`config.mk`:
```
export PLATFORM = sky130hd
export DESIGN_NAME = yuy2_color_tweak_core_flat
export DESIGN_NICKNAME = d
export VERILOG_FILES = /design/src/hw/rtl/yct_pkg.sv /design/src/hw/rtl/yct_if.sv /design/src/hw/rtl/yct_ctrl.sv /design/src/hw/rtl/yct_luma.sv /design/src/hw/rtl/yct_chroma.sv /design/src/hw/rtl/yuy2_color_tweak_core.sv /design/src/flat_wrapper.sv
export SDC_FILE = /design/constraint.sdc
export NUM_CORES = 2
export LEC_CHECK = 0
export ABC_AREA = 1
export BUFFER_PORTS_ARGS = -buffer_cell sky130_fd_sc_hd__clkbuf_2
export CAP_MARGIN = 20
export CELL_PAD_IN_SITES_DETAIL_PLACEMENT = 1
export CELL_PAD_IN_SITES_GLOBAL_PLACEMENT = 1
export CORE_UTILIZATION = 40
export DETAILED_ROUTE_END_ITERATION = 10
export PLACE_DENSITY = 0.81
export SYNTH_ARGS = -nofsm -noshare
export SYNTH_HDL_FRONTEND = slang
export SYNTH_SLANG_ARGS = --single-unit
```
`constraint.sdc`:
```
create_clock -name clk_i -period 7.72 [get_ports clk_i]
set_input_delay 1.544 -clock clk_i [delete_from_list [all_inputs] [get_ports clk_i]]
set_output_delay 1.544 -clock clk_i [all_outputs]
set_load 0.05 [all_outputs]
```
`src/hw/rtl/yct_pkg.sv`:
```
// Package with shared constants, types and helper functions of the YUY2 color tweak core.
`timescale 1ns / 1ps

package yct_pkg;

  localparam int unsigned NumStages = 4;

  localparam int unsigned CfgIdxWidth  = 3;
  localparam int unsigned CfgDataWidth = 14;

  localparam int unsigned GainWidth   = 13;
  localparam int unsigned BrightWidth = 10;
  localparam int unsigned TrigWidth   = 14;

  localparam int unsigned GainFrac = 9;
  localparam int unsigned TrigFrac = 12;

  localparam logic signed [8:0] LumaBase   = 9'sd16;
  localparam logic signed [8:0] ChromaBase = 9'sd128;
  localparam logic [7:0]        ByteMax    = 8'd255;

  localparam logic [GainWidth-1:0]   ContrastReset   = 13'd512;
  localparam logic [BrightWidth-1:0] BrightReset     = 10'd16;
  localparam logic [TrigWidth-1:0]   CosineReset     = 14'd4096;
  localparam logic [TrigWidth-1:0]   SineReset       = 14'd0;
  localparam logic [GainWidth-1:0]   SaturationReset = 13'd512;

  typedef enum logic [CfgIdxWidth-1:0] {
    REG_CONTRAST_GAIN     = 3'd0,
    REG_BRIGHTNESS_OFFSET = 3'd1,
    REG_HUE_COSINE        = 3'd2,
    REG_HUE_SINE          = 3'd3,
    REG_SATURATION_GAIN   = 3'd4
  } yct_reg_e;

  typedef struct packed {
    logic [NumStages-1:0] en;
  } yct_stage_ctrl_t;

  function automatic logic [7:0] clamp_byte(input logic signed [17:0] x);
    logic [7:0] r;
    if (x < 18'sd0) begin
      r = 8'd0;
    end else if (x > 18'sd255) begin
      r = ByteMax;
    end else begin
      r = x[7:0];
    end
    return r;
  endfunction

endpackage

```
`src/hw/rtl/yct_if.sv`:
```
// Stream interfaces for the macropixel input and output channels.
`timescale 1ns / 1ps

interface yct_in_if;
  logic       valid;
  logic       ready;
  logic [7:0] luma_first;
  logic [7:0] chroma_u;
  logic [7:0] luma_second;
  logic [7:0] chroma_v;

  modport source (output valid, output luma_first, output chroma_u,
                  output luma_second, output chroma_v, input ready);
  modport sink   (input valid, input luma_first, input chroma_u,
                  input luma_second, input chroma_v, output ready);
endinterface

interface yct_out_if;
  logic       valid;
  logic       ready;
  logic [7:0] luma_first_out;
  logic [7:0] chroma_u_out;
  logic [7:0] luma_second_out;
  logic [7:0] chroma_v_out;

  modport source (output valid, output luma_first_out, output chroma_u_out,
                  output luma_second_out, output chroma_v_out, input ready);
  modport sink   (input valid, input luma_first_out, input chroma_u_out,
                  input luma_second_out, input chroma_v_out, output ready);
endinterface

```
`src/hw/rtl/yct_ctrl.sv`:
```
// Pipeline valid tracking and per-stage advance enables.
`timescale 1ns / 1ps

module yct_ctrl (
  input  logic                     clk_i,
  input  logic                     rst_ni,
  input  logic                     in_valid_i,
  output logic                     in_ready_o,
  output logic                     out_valid_o,
  input  logic                     out_ready_i,
  output yct_pkg::yct_stage_ctrl_t ctrl_o
);
  import yct_pkg::*;

  logic [NumStages-1:0] valid_q;
  logic [NumStages-1:0] valid_d;
  logic [NumStages-1:0] en;

  always_comb begin
    en[NumStages-1] = !valid_q[NumStages-1] || out_ready_i;
    for (int k = NumStages - 2; k >= 0; k--) begin
      en[k] = !valid_q[k] || en[k+1];
    end
    valid_d = valid_q;
    if (en[0]) begin
      valid_d[0] = in_valid_i;
    end
    for (int k = 1; k < NumStages; k++) begin
      if (en[k]) begin
        valid_d[k] = valid_q[k-1];
      end
    end
  end

  always_ff @(posedge clk_i or negedge rst_ni) begin
    if (!rst_ni) begin
      valid_q <= '0;
    end else begin
      valid_q <= valid_d;
    end
  end

  assign ctrl_o.en   = en;
  assign in_ready_o  = en[0];
  assign out_valid_o = valid_q[NumStages-1];

endmodule

```
`src/hw/rtl/yct_luma.sv`:
```
// Luma contrast and brightness datapath for both luma bytes of a macropixel.
`timescale 1ns / 1ps

module yct_luma (
  input  logic                     clk_i,
  input  yct_pkg::yct_stage_ctrl_t ctrl_i,
  input  logic [7:0]               luma_first_i,
  input  logic [7:0]               luma_second_i,
  input  logic [12:0]              contrast_gain_i,
  input  logic signed [9:0]        brightness_offset_i,
  output logic [7:0]               luma_first_o,
  output logic [7:0]               luma_second_o
);
  import yct_pkg::*;

  logic signed [8:0]  diff_first;
  logic signed [8:0]  diff_second;
  logic signed [13:0] gain_s;
  logic signed [22:0] prod_first_q;
  logic signed [22:0] prod_second_q;
  logic signed [22:0] prod_first_d;
  logic signed [22:0] prod_second_d;
  logic signed [17:0] sum_first;
  logic signed [17:0] sum_second;
  logic [7:0]         byte_first_q;
  logic [7:0]         byte_second_q;
  logic [7:0]         dly_first_q;
  logic [7:0]         dly_second_q;
  logic [7:0]         out_first_q;
  logic [7:0]         out_second_q;

  always_comb begin
    gain_s        = $signed({1'b0, contrast_gain_i});
    diff_first    = $signed({1'b0, luma_first_i}) - LumaBase;
    diff_second   = $signed({1'b0, luma_second_i}) - LumaBase;
    prod_first_d  = 23'(diff_first) * 23'(gain_s);
    prod_second_d = 23'(diff_second) * 23'(gain_s);
    sum_first     = 18'($signed(prod_first_q[22:GainFrac])) + 18'(brightness_offset_i);
    sum_second    = 18'($signed(prod_second_q[22:GainFrac])) + 18'(brightness_offset_i);
  end

  always_ff @(posedge clk_i) begin
    if (ctrl_i.en[0]) begin
      prod_first_q  <= prod_first_d;
      prod_second_q <= prod_second_d;
    end
    if (ctrl_i.en[1]) begin
      byte_first_q  <= clamp_byte(sum_first);
      byte_second_q <= clamp_byte(sum_second);
    end
    if (ctrl_i.en[2]) begin
      dly_first_q  <= byte_first_q;
      dly_second_q <= byte_second_q;
    end
    if (ctrl_i.en[3]) begin
      out_first_q  <= dly_first_q;
      out_second_q <= dly_second_q;
    end
  end

  assign luma_first_o  = out_first_q;
  assign luma_second_o = out_second_q;

endmodule

```
`src/hw/rtl/yct_chroma.sv`:
```
// Chroma hue rotation and saturation datapath.
`timescale 1ns / 1ps

module yct_chroma (
  input  logic                     clk_i,
  input  yct_pkg::yct_stage_ctrl_t ctrl_i,
  input  logic [7:0]               chroma_u_i,
  input  logic [7:0]               chroma_v_i,
  input  logic signed [13:0]       hue_cosine_i,
  input  logic signed [13:0]       hue_sine_i,
  input  logic [12:0]              saturation_gain_i,
  output logic [7:0]               chroma_u_o,
  output logic [7:0]               chroma_v_o
);
  import yct_pkg::*;

  logic signed [8:0]  u_c;
  logic signed [8:0]  v_c;
  logic signed [22:0] uc_q, vs_q, vc_q, us_q;
  logic signed [22:0] uc_d, vs_d, vc_d, us_d;
  logic signed [23:0] ur_sum;
  logic signed [23:0] vr_sum;
  logic signed [11:0] ur_q;
  logic signed [11:0] vr_q;
  logic signed [13:0] sat_s;
  logic signed [25:0] us_prod_d;
  logic signed [25:0] vs_prod_d;
  logic signed [25:0] us_prod_q;
  logic signed [25:0] vs_prod_q;
  logic signed [17:0] uo;
  logic signed [17:0] vo;
  logic [7:0]         out_u_q;
  logic [7:0]         out_v_q;

  always_comb begin
    u_c       = $signed({1'b0, chroma_u_i}) - ChromaBase;
    v_c       = $signed({1'b0, chroma_v_i}) - ChromaBase;
    uc_d      = 23'(u_c) * 23'(hue_cosine_i);
    vs_d      = 23'(v_c) * 23'(hue_sine_i);
    vc_d      = 23'(v_c) * 23'(hue_cosine_i);
    us_d      = 23'(u_c) * 23'(hue_sine_i);
    ur_sum    = 24'(uc_q) + 24'(vs_q);
    vr_sum    = 24'(vc_q) - 24'(us_q);
    sat_s     = $signed({1'b0, saturation_gain_i});
    us_prod_d = 26'(ur_q) * 26'(sat_s);
    vs_prod_d = 26'(vr_q) * 26'(sat_s);
    uo        = 18'($signed(us_prod_q[25:GainFrac])) + 18'(ChromaBase);
    vo        = 18'($signed(vs_prod_q[25:GainFrac])) + 18'(ChromaBase);
  end

  always_ff @(posedge clk_i) begin
    if (ctrl_i.en[0]) begin
      uc_q <= uc_d;
      vs_q <= vs_d;
      vc_q <= vc_d;
      us_q <= us_d;
    end
    if (ctrl_i.en[1]) begin
      ur_q <= $signed(ur_sum[23:TrigFrac]);
      vr_q <= $signed(vr_sum[23:TrigFrac]);
    end
    if (ctrl_i.en[2]) begin
      us_prod_q <= us_prod_d;
      vs_prod_q <= vs_prod_d;
    end
    if (ctrl_i.en[3]) begin
      out_u_q <= clamp_byte(uo);
      out_v_q <= clamp_byte(vo);
    end
  end

  assign chroma_u_o = out_u_q;
  assign chroma_v_o = out_v_q;

endmodule

```
`src/hw/rtl/yuy2_color_tweak_core.sv`:
```
// Top level of the YUY2 color tweak core: registers, pipeline control and datapaths.
//
//   Channel  Direction  Handshake      Payload
//   pix_i    in         valid/ready    luma_first, chroma_u, luma_second, chroma_v
//   pix_o    out        valid/ready    the four adjusted bytes
//   cfg      in         cfg_we_i       cfg_idx_i selects the register, cfg_data_i
//
// Each macropixel passes through a four-stage pipeline; one transfer can enter in
// every cycle unless a stall reaches the first stage. The last stage is the output
// register. A stall holds only the stages that are full; empty stages keep filling.
// Reset clears the valid bits and returns the registers to unity settings.
`timescale 1ns / 1ps

module yuy2_color_tweak_core (
  input  logic                               clk_i,
  input  logic                               rst_ni,
  yct_in_if.sink                             pix_i,
  yct_out_if.source                          pix_o,
  input  logic                               cfg_we_i,
  input  logic [yct_pkg::CfgIdxWidth-1:0]    cfg_idx_i,
  input  logic [yct_pkg::CfgDataWidth-1:0]   cfg_data_i
);
  import yct_pkg::*;

  logic [GainWidth-1:0]   contrast_q;
  logic [BrightWidth-1:0] bright_q;
  logic [TrigWidth-1:0]   cosine_q;
  logic [TrigWidth-1:0]   sine_q;
  logic [GainWidth-1:0]   saturation_q;

  yct_stage_ctrl_t ctrl;

  always_ff @(posedge clk_i or negedge rst_ni) begin
    if (!rst_ni) begin
      contrast_q   <= ContrastReset;
      bright_q     <= BrightReset;
      cosine_q     <= CosineReset;
      sine_q       <= SineReset;
      saturation_q <= SaturationReset;
    end else if (cfg_we_i) begin
      case (cfg_idx_i)
        REG_CONTRAST_GAIN:     contrast_q   <= cfg_data_i[GainWidth-1:0];
        REG_BRIGHTNESS_OFFSET: bright_q     <= cfg_data_i[BrightWidth-1:0];
        REG_HUE_COSINE:        cosine_q     <= cfg_data_i[TrigWidth-1:0];
        REG_HUE_SINE:          sine_q       <= cfg_data_i[TrigWidth-1:0];
        REG_SATURATION_GAIN:   saturation_q <= cfg_data_i[GainWidth-1:0];
        default: ;
      endcase
    end
  end

  yct_ctrl u_ctrl (
    .clk_i       (clk_i),
    .rst_ni      (rst_ni),
    .in_valid_i  (pix_i.valid),
    .in_ready_o  (pix_i.ready),
    .out_valid_o (pix_o.valid),
    .out_ready_i (pix_o.ready),
    .ctrl_o      (ctrl)
  );

  yct_luma u_luma (
    .clk_i               (clk_i),
    .ctrl_i              (ctrl),
    .luma_first_i        (pix_i.luma_first),
    .luma_second_i       (pix_i.luma_second),
    .contrast_gain_i     (contrast_q),
    .brightness_offset_i ($signed(bright_q)),
    .luma_first_o        (pix_o.luma_first_out),
    .luma_second_o       (pix_o.luma_second_out)
  );

  yct_chroma u_chroma (
    .clk_i             (clk_i),
    .ctrl_i            (ctrl),
    .chroma_u_i        (pix_i.chroma_u),
    .chroma_v_i        (pix_i.chroma_v),
    .hue_cosine_i      ($signed(cosine_q)),
    .hue_sine_i        ($signed(sine_q)),
    .saturation_gain_i (saturation_q),
    .chroma_u_o        (pix_o.chroma_u_out),
    .chroma_v_o        (pix_o.chroma_v_out)
  );

endmodule

```
`src/flat_wrapper.sv`:
```
// flat-port wrapper written by rule: the top's interface ports become plain ports
module yuy2_color_tweak_core_flat import yct_pkg::*;
  (clk_i, rst_ni, cfg_we_i, cfg_idx_i, cfg_data_i, pix_i_valid, pix_i_luma_first, pix_i_chroma_u, pix_i_luma_second, pix_i_chroma_v, pix_i_ready, pix_o_valid, pix_o_luma_first_out, pix_o_chroma_u_out, pix_o_luma_second_out, pix_o_chroma_v_out, pix_o_ready);
  yct_in_if pix_i_i ();
  yct_out_if pix_o_i ();
  input  logic clk_i;
  input  logic rst_ni;
  input  logic cfg_we_i;
  input  logic [yct_pkg::CfgIdxWidth-1:0] cfg_idx_i;
  input  logic [yct_pkg::CfgDataWidth-1:0] cfg_data_i;
  input wire logic [$bits(pix_i_i.valid)-1:0] pix_i_valid;
  input wire logic [$bits(pix_i_i.luma_first)-1:0] pix_i_luma_first;
  input wire logic [$bits(pix_i_i.chroma_u)-1:0] pix_i_chroma_u;
  input wire logic [$bits(pix_i_i.luma_second)-1:0] pix_i_luma_second;
  input wire logic [$bits(pix_i_i.chroma_v)-1:0] pix_i_chroma_v;
  output wire logic [$bits(pix_i_i.ready)-1:0] pix_i_ready;
  output wire logic [$bits(pix_o_i.valid)-1:0] pix_o_valid;
  output wire logic [$bits(pix_o_i.luma_first_out)-1:0] pix_o_luma_first_out;
  output wire logic [$bits(pix_o_i.chroma_u_out)-1:0] pix_o_chroma_u_out;
  output wire logic [$bits(pix_o_i.luma_second_out)-1:0] pix_o_luma_second_out;
  output wire logic [$bits(pix_o_i.chroma_v_out)-1:0] pix_o_chroma_v_out;
  input wire logic [$bits(pix_o_i.ready)-1:0] pix_o_ready;
  assign pix_i_i.valid = pix_i_valid;
  assign pix_i_i.luma_first = pix_i_luma_first;
  assign pix_i_i.chroma_u = pix_i_chroma_u;
  assign pix_i_i.luma_second = pix_i_luma_second;
  assign pix_i_i.chroma_v = pix_i_chroma_v;
  assign pix_i_ready = pix_i_i.ready;
  assign pix_o_valid = pix_o_i.valid;
  assign pix_o_luma_first_out = pix_o_i.luma_first_out;
  assign pix_o_chroma_u_out = pix_o_i.chroma_u_out;
  assign pix_o_luma_second_out = pix_o_i.luma_second_out;
  assign pix_o_chroma_v_out = pix_o_i.chroma_v_out;
  assign pix_o_i.ready = pix_o_ready;
  yuy2_color_tweak_core u_core (.clk_i(clk_i), .rst_ni(rst_ni), .pix_i(pix_i_i), .pix_o(pix_o_i), .cfg_we_i(cfg_we_i), .cfg_idx_i(cfg_idx_i), .cfg_data_i(cfg_data_i));
endmodule
```
# After elaboration in Yosys (flattened, before gate mapping)
# Index checks and enable logic that the tools add are counted.
word_totals:
  input_bits: 54
  word_cells: 75
  register_bits: 346
  output_inout_bits: 34
op_classes:
  n_mux: 4
  add_sub_neg: 10
  n_eq_ne: 4
  n_mul: 8
  reduce_logical: 14
  magnitude_cmp: 8
ops:
  columns: ["cell", "count"]
  rows:
  - ["9-bit by 14-bit multiplier with 23-bit output", 6]
  - ["12-bit by 14-bit multiplier with 26-bit output", 2]
  - ["17-bit by 9-bit adder with 18-bit output (second input constant)", 2]
  - ["18-bit by 9-bit greater-than comparator with 1-bit output (second input constant)", 2]
  - ["18-bit by 1-bit < comparator with 1-bit output (second input constant)", 2]
  - ["8-bit 2-to-1 mux", 4]
  - ["14-bit by 10-bit adder with 15-bit output", 2]
  - ["15-bit by 9-bit greater-than comparator with 1-bit output (second input constant)", 2]
  - ["15-bit by 1-bit < comparator with 1-bit output (second input constant)", 2]
  - ["23-bit by 23-bit adder with 24-bit output", 1]
  - ["23-bit by 23-bit subtractor with 24-bit output", 1]
  - ["8-bit by 5-bit subtractor with 9-bit output (second input constant)", 2]
  - ["8-bit by 8-bit subtractor with 9-bit output (second input constant)", 2]
  - ["2-bit AND reduction", 5]
  - ["3-bit by 2-bit equality test with 1-bit output (second input constant)", 2]
  - ["1-bit logical NOT", 4]
  - ["1-bit logical OR", 4]
  - ["3-bit by 1-bit equality test with 1-bit output (second input constant)", 1]
  - ["3-bit equality test (second input constant)", 1]
  - ["3-bit logical NOT", 1]

# Depth between registers and ports, before layout
logic_depth:
  ltp_word: 5
  depth_mapped: 26
  mapped_depth_nobuf: 25

# Hierarchy
# From an unflattened synthesis, not the netlist that was laid out.
unflattened:
  hier_cells: 6772
  hier_area_um2: 53183.5
modules_own_cells:
  columns: ["mod", "area_each_um2", "cells_each", "n_inst", "seq_area_each_um2"]
  rows:
  - ["yct_chroma", 38056.5, 4902, 1, 4984.8]
  - ["yct_luma", 12310.6, 1563, 1, 2282.2]
  - ["yuy2_color_tweak_core", 2646.3, 289, 1, 1606.5]
  - ["yct_ctrl", 170.2, 18, 1, 100.1]

# Worst setup path after synthesis
# OpenSTA, ideal clock, no wires.
synth_path:
  path_type: "input -> output"
  start: "input port pix_o_ready"
  end: "output port pix_i_ready"
  t_required_ps: 6176
  cell_stages: 6
  path_slack_ps: -253
  n_path_buf: 0
  arrival_ps: 6429
  path_cell_list: "nor2_1 -> inv_1 -> nor2_1 -> inv_1 -> nor2_1 -> nand2_1"
synth_rtl:
  columns: ["item", "line", "source"]
  rows:
  - ["from (decl)", "flat_wrapper.sv:22", "input wire logic [$bits(pix_o_i.ready)-1:0] pix_o_ready;"]
  - ["to (decl)", "flat_wrapper.sv:16", "output wire logic [$bits(pix_i_i.ready)-1:0] pix_i_ready;"]

# Final worst setup path
layout_path:
  start: "input port pix_i_luma_first[4]"
  end: "register u_core.u_luma.prod_first_q[22] (data pin)"
layout_between:
  elab_chain_len: 2
layout_lines:
  columns: ["item", "line", "source"]
  rows:
  - ["from (decl)", "flat_wrapper.sv:12", "input wire logic [$bits(pix_i_i.luma_first)-1:0] pix_i_luma_first;"]
  - ["8-bit by 5-bit subtractor with 9-bit output", "yct_luma.sv:34", "diff_first = $signed({1'b0, luma_first_i}) - LumaBase;"]
  - ["9-bit by 14-bit multiplier with 23-bit output", "yct_luma.sv:36", "prod_first_d = 23'(diff_first) * 23'(gain_s);"]
  - ["net u_core.u_luma.prod_first_d[22]", "yct_luma.sv:21", "logic signed [22:0] prod_first_d;"]
  - ["to (signal assigned)", "yct_luma.sv:44", "prod_first_q <= prod_first_d;"]
  - ["to (decl)", "yct_luma.sv:19", "logic signed [22:0] prod_first_q;"]
# The timed path passes the listed nets, and every way through them passes these cells.
# A chain may end at the register's enable or synchronous reset.

==> run_results.csv <==
group,metric,value,unit
outcome,status,"finished clean",
global_route,grt_pass1_wl,238400,um
critical_path,worstPathRequired,8.10,ns
route,wl_met1,63270,um
floorplan,io_pins,88,
sta,setup_tns,0,ns
clock_tree,path_clk_slew,0.06,ns
synthesis,synth_seq_cells,310,
layout,area_growth_syn_to_layout,7.052,%
floorplan,num_rows,130,
synthesis,yosys.area.top_type,"fa_1",
floorplan,core,0.1259,mm^2
route,vias,40300,
layout,drive_above_1_share,0.04058,
sta,skew,0.02591,ns
global_route,grt_pass1_vias,44741,
critical_path,crit_type,"input pin to register",
clock_tree,cts_buffers,42,
synthesis,synth_edf_count,242,
route,drt_iter0_markers,2265,
floorplan,die_w,358.7,um
synthesis,netlist_area,0.05090,mm^2
synthesis,ys.flop_type,"edfxtp_1",
run,drv_cap,0,
clock_tree,cts_tree,"built",
clock_tree,clk_latency,0.63,ns
critical_path,cp_cell_sequence,"clkbuf_2 > inv_1 > ha_1 > or2_2 > nand2_1 > inv_1 > nand2_1 > fa_1 > fa_1 > fa_1 > inv_1 > fa_1 > inv_1 > fa_1 > inv_1 > ha_1 > nand2_1 > inv_1 > nand4_1 > o21ai_1 > nand3b_1 > nand3b_1 > nand2_1",
sta,drv_slew,0,
synthesis,synth_warnings,0,
route,drt.antenna.violating_nets,0,
route,vias_per_cell,5.140,
critical_path,end_kind,"register",
sta,setup_viol,0,
floorplan,start_util,0.4043,
floorplan,die_area,0.1287,mm^2
route,wire_per_inst,18.69,um
placement,routabilityCongestion,0.8983,
global_route,grt_overflow,0,
critical_path,cp.arrival,6.87,ns
global_route,antenna_found_initial,6,
critical_path,worst_setup_path_start_kind,"input pin",
synthesis,synthArstFlopShare,0.2194,
critical_path,max_stage_delay,0.50,ns
clock_tree,hold_buffers,0,
route,wl_met2,71890,um
global_route,grt_max_degree,69,
layout,num-nets-final,7534,
clock_tree,clockBufferDepth,3,
route,route.top_layer_used,"met5",
sta,fmax,154.2,MHz
critical_path,cp_common_cell,"inv_1",
synthesis,syn-num-nets,7565,
sta,rsz0062_at_grt,"no",
sta,hold-worst-slack,0.4179,ns
layout,final-seq-area,0.008974,mm^2
synthesis,yosysUniqueCellTypes,50,
placement,hpwl,119800,um
synthesis,syn_inst,6183,
route,wl_met3,7140,um
critical_path,cpMaxStageDelayCell,"fa_1",
sta,post-route-period-util,0.8403,
worst_hold_path,worstHoldPathType,"register to register",
sta,period_needed,6.487,ns
clock_tree,cts_setup_buffers,0,
sta,max_slew_margin,0.2548,
critical_path,cp_max_fo,12,
critical_path,critPathTopFamily,"adder cells",
clock_tree,cts_root_buf,"clkbuf_16",
synthesis,post_synth.cell_area_avg,8.233,um^2
clock_tree,cts.sinks,310,
sta,worst_slew_pin_slew,1.118,ns
synthesis,ys_seq_area_frac,0.1763,
layout,multi_input_area,0.03532,mm^2
critical_path,cp_num_buf_inv,7,
route,remaining_drc_errors,0,
synthesis,synth_area_leaders,"fa_1 (31%), edfxtp_1 (14%), ha_1 (13%), inv_1 (11%), nand2_1 (11%)",
placement,port_buffers,87,
sta,hold_viol_final,0,
clock_tree,ctsHtreeMaxLevel,2,
route,first_pass_iters,5,
global_route,track_usage,0.2356,
route,routed_wl,146500,um
synthesis,synth_top_area_frac,0.3138,
clock_tree,cts_resized,0,
floorplan,dieHeight,358.7,um
layout,fillerInstances,15229,
==> cell families (layout without fill, tap and decap cells) <==
kind of cell,count (synthesis),in the layout,synth area share
AO/OA/AOI/OAI,479,479,0.05169
XOR/XNOR,176,176,0.03028
adder cells (fa/ha/maj),1328,1328,0.4441
buffers and inverters,1765,1768,0.1302
flip-flops,310,310,0.1763
other,0,4,0
AND/OR/NAND/NOR,2125,2125,0.1674
==> final timing paths <==
check                                              start                              to  slack [ns]  cells past startpoint
max                                  pix_i_luma_first[4]  u_core.u_luma.prod_first_q[22]        1.23                     23
min                        u_core.u_luma.dly_second_q[2]  u_core.u_luma.luma_second_o[2]        0.42                      0
max reg2reg                       u_core.saturation_q[7]   u_core.u_chroma.vs_prod_q[25]        1.99                     18
min reg2reg                u_core.u_luma.dly_second_q[2]  u_core.u_luma.luma_second_o[2]        0.42                      0
max in group asynchronous                         rst_ni          u_core.saturation_q[8]        5.73                      2
min in group asynchronous                         rst_ni               u_core.sine_q[13]        0.93                      1
==> synth_stat cells (3+ instances only) <==
cell type and instances:
or2_2 8, nor3_2 5, nand4_1 33, xor2_1 116, nand3_1 154, and2_1 3, nand2_2 12, o21ai_1 18
nor2_4 4, o21bai_1 19, a211oi_1 4, and3_1 3, dfstp_2 4, buf_1 32, o21a_1 5, a21boi_0 4
a31oi_1 10, clkbuf_1 170, edfxtp_1 242, o31ai_1 11, nor4_1 12, a21oi_1 221, o211ai_1 4, nand3_2 4
a21o_1 25, inv_2 7, nand2_1 1533, ha_1 530, dfrtp_1 64, nor2_1 309, inv_1 1552, clkinv_1 3
fa_1 798, o21ai_0 148, nor3_1 29, xnor2_1 60, nand3b_1 8
==> state kept, by name, summed over array words and instances (netlist names), 10 cells and up <==
signal                       cells
u_core.u_chroma.uc_q            23
u_core.u_chroma.us_q            23
u_core.u_chroma.vc_q            23
u_core.u_chroma.vs_q            23
u_core.u_chroma.us_prod_q       17
u_core.u_chroma.vs_prod_q       17
u_core.cosine_q                 14
u_core.sine_q                   14
u_core.u_luma.prod_first_q      14
u_core.u_luma.prod_second_q     14
u_core.contrast_q               13
u_core.saturation_q             13
u_core.u_chroma.ur_q            12
u_core.u_chroma.vr_q            12
u_core.bright_q                 10
==> area by class of cell <==
type / count / share of cell area
Antenna cell: 4 / 0.0001837
Inverter: 1562 / 0.1076
Tap cell: 1650 / 0.03788
Clock inverter: 26 / 0.006498
Sequential cell: 310 / 0.1647
Timing Repair Buffer: 128 / 0.01433
Multi-Input combinational cell: 4108 / 0.6481
Clock buffer: 52 / 0.02073
==> layer usage <==
layer  vias up  global-route usage
met5         -                   0
met4         6             0.07127
met3       249             0.02726
met2       922              0.4073
met1     20669              0.3082
li1      18454                   -
==> per-stage QoR <==
stage,instances,util,cell area (um^2),worst slack [ns]
5_1_grt,7837,0.4328,54490,1.044
6_report,7840,0.4328,54490,1.233
2_1_floorplan,6183,-,50910,0.9348
3_5_place_dp,7756,0.4206,52960,0.6503
3_3_place_gp,7755,0.4205,52940,0.8509
4_1_cts,7834,0.4324,54440,1.328
==> cells in the final DEF (no fill, tap or decap), drive strengths merged, types with 2 or more instances in the layout <==
| cell type | count |
|---|---|
| nand2 | 1545 |
| nor2 | 314 |
| nand2b | 2 |
| xor2 | 116 |
| dfrtp | 64 |
| a31oi | 10 |
| o21bai | 19 |
| nor4 | 12 |
| nand3 | 158 |
| o31ai | 11 |
| buf | 42 |
| nor3b | 2 |
| edfxtp | 242 |
| a21oi | 223 |
| xnor2 | 60 |
| bufinv | 5 |
| or2 | 10 |
| clkinv | 18 |
| clkinvlp | 2 |
| o21a | 5 |
| and3 | 3 |
| a31o | 2 |
| dfstp | 4 |
| nor3 | 34 |
| ha | 530 |
| a21o | 25 |
| diode | 4 |
| and2 | 3 |
| nand3b | 8 |
| fa | 798 |
| o21ai | 167 |
| a221oi | 2 |
| o211ai | 5 |
| inv | 1563 |
| a211oi | 4 |
| a21boi | 4 |
| nand4 | 33 |
| clkbuf | 138 |
==> worst register-to-register path: stages (launching register included) <==
cell      delay [ns]
dfrtp_1         1.02
inv_1           0.25
nand2_1         0.15
fa_1            0.44
fa_1            0.54
inv_1           0.08
fa_1            0.48
inv_1           0.05
fa_1            0.52
inv_1           0.07
ha_1            0.28
ha_1            0.37
a21o_1          0.21
a21boi_0        0.38
nor2_1          0.08
a211oi_1        0.29
nand3_1         0.12
nand2_1         0.08
nand2_1         0.07
Power is left out: the tool's default activity adds up to more than one toggle a clock period on the data nets, which glitch-free logic cannot reach.
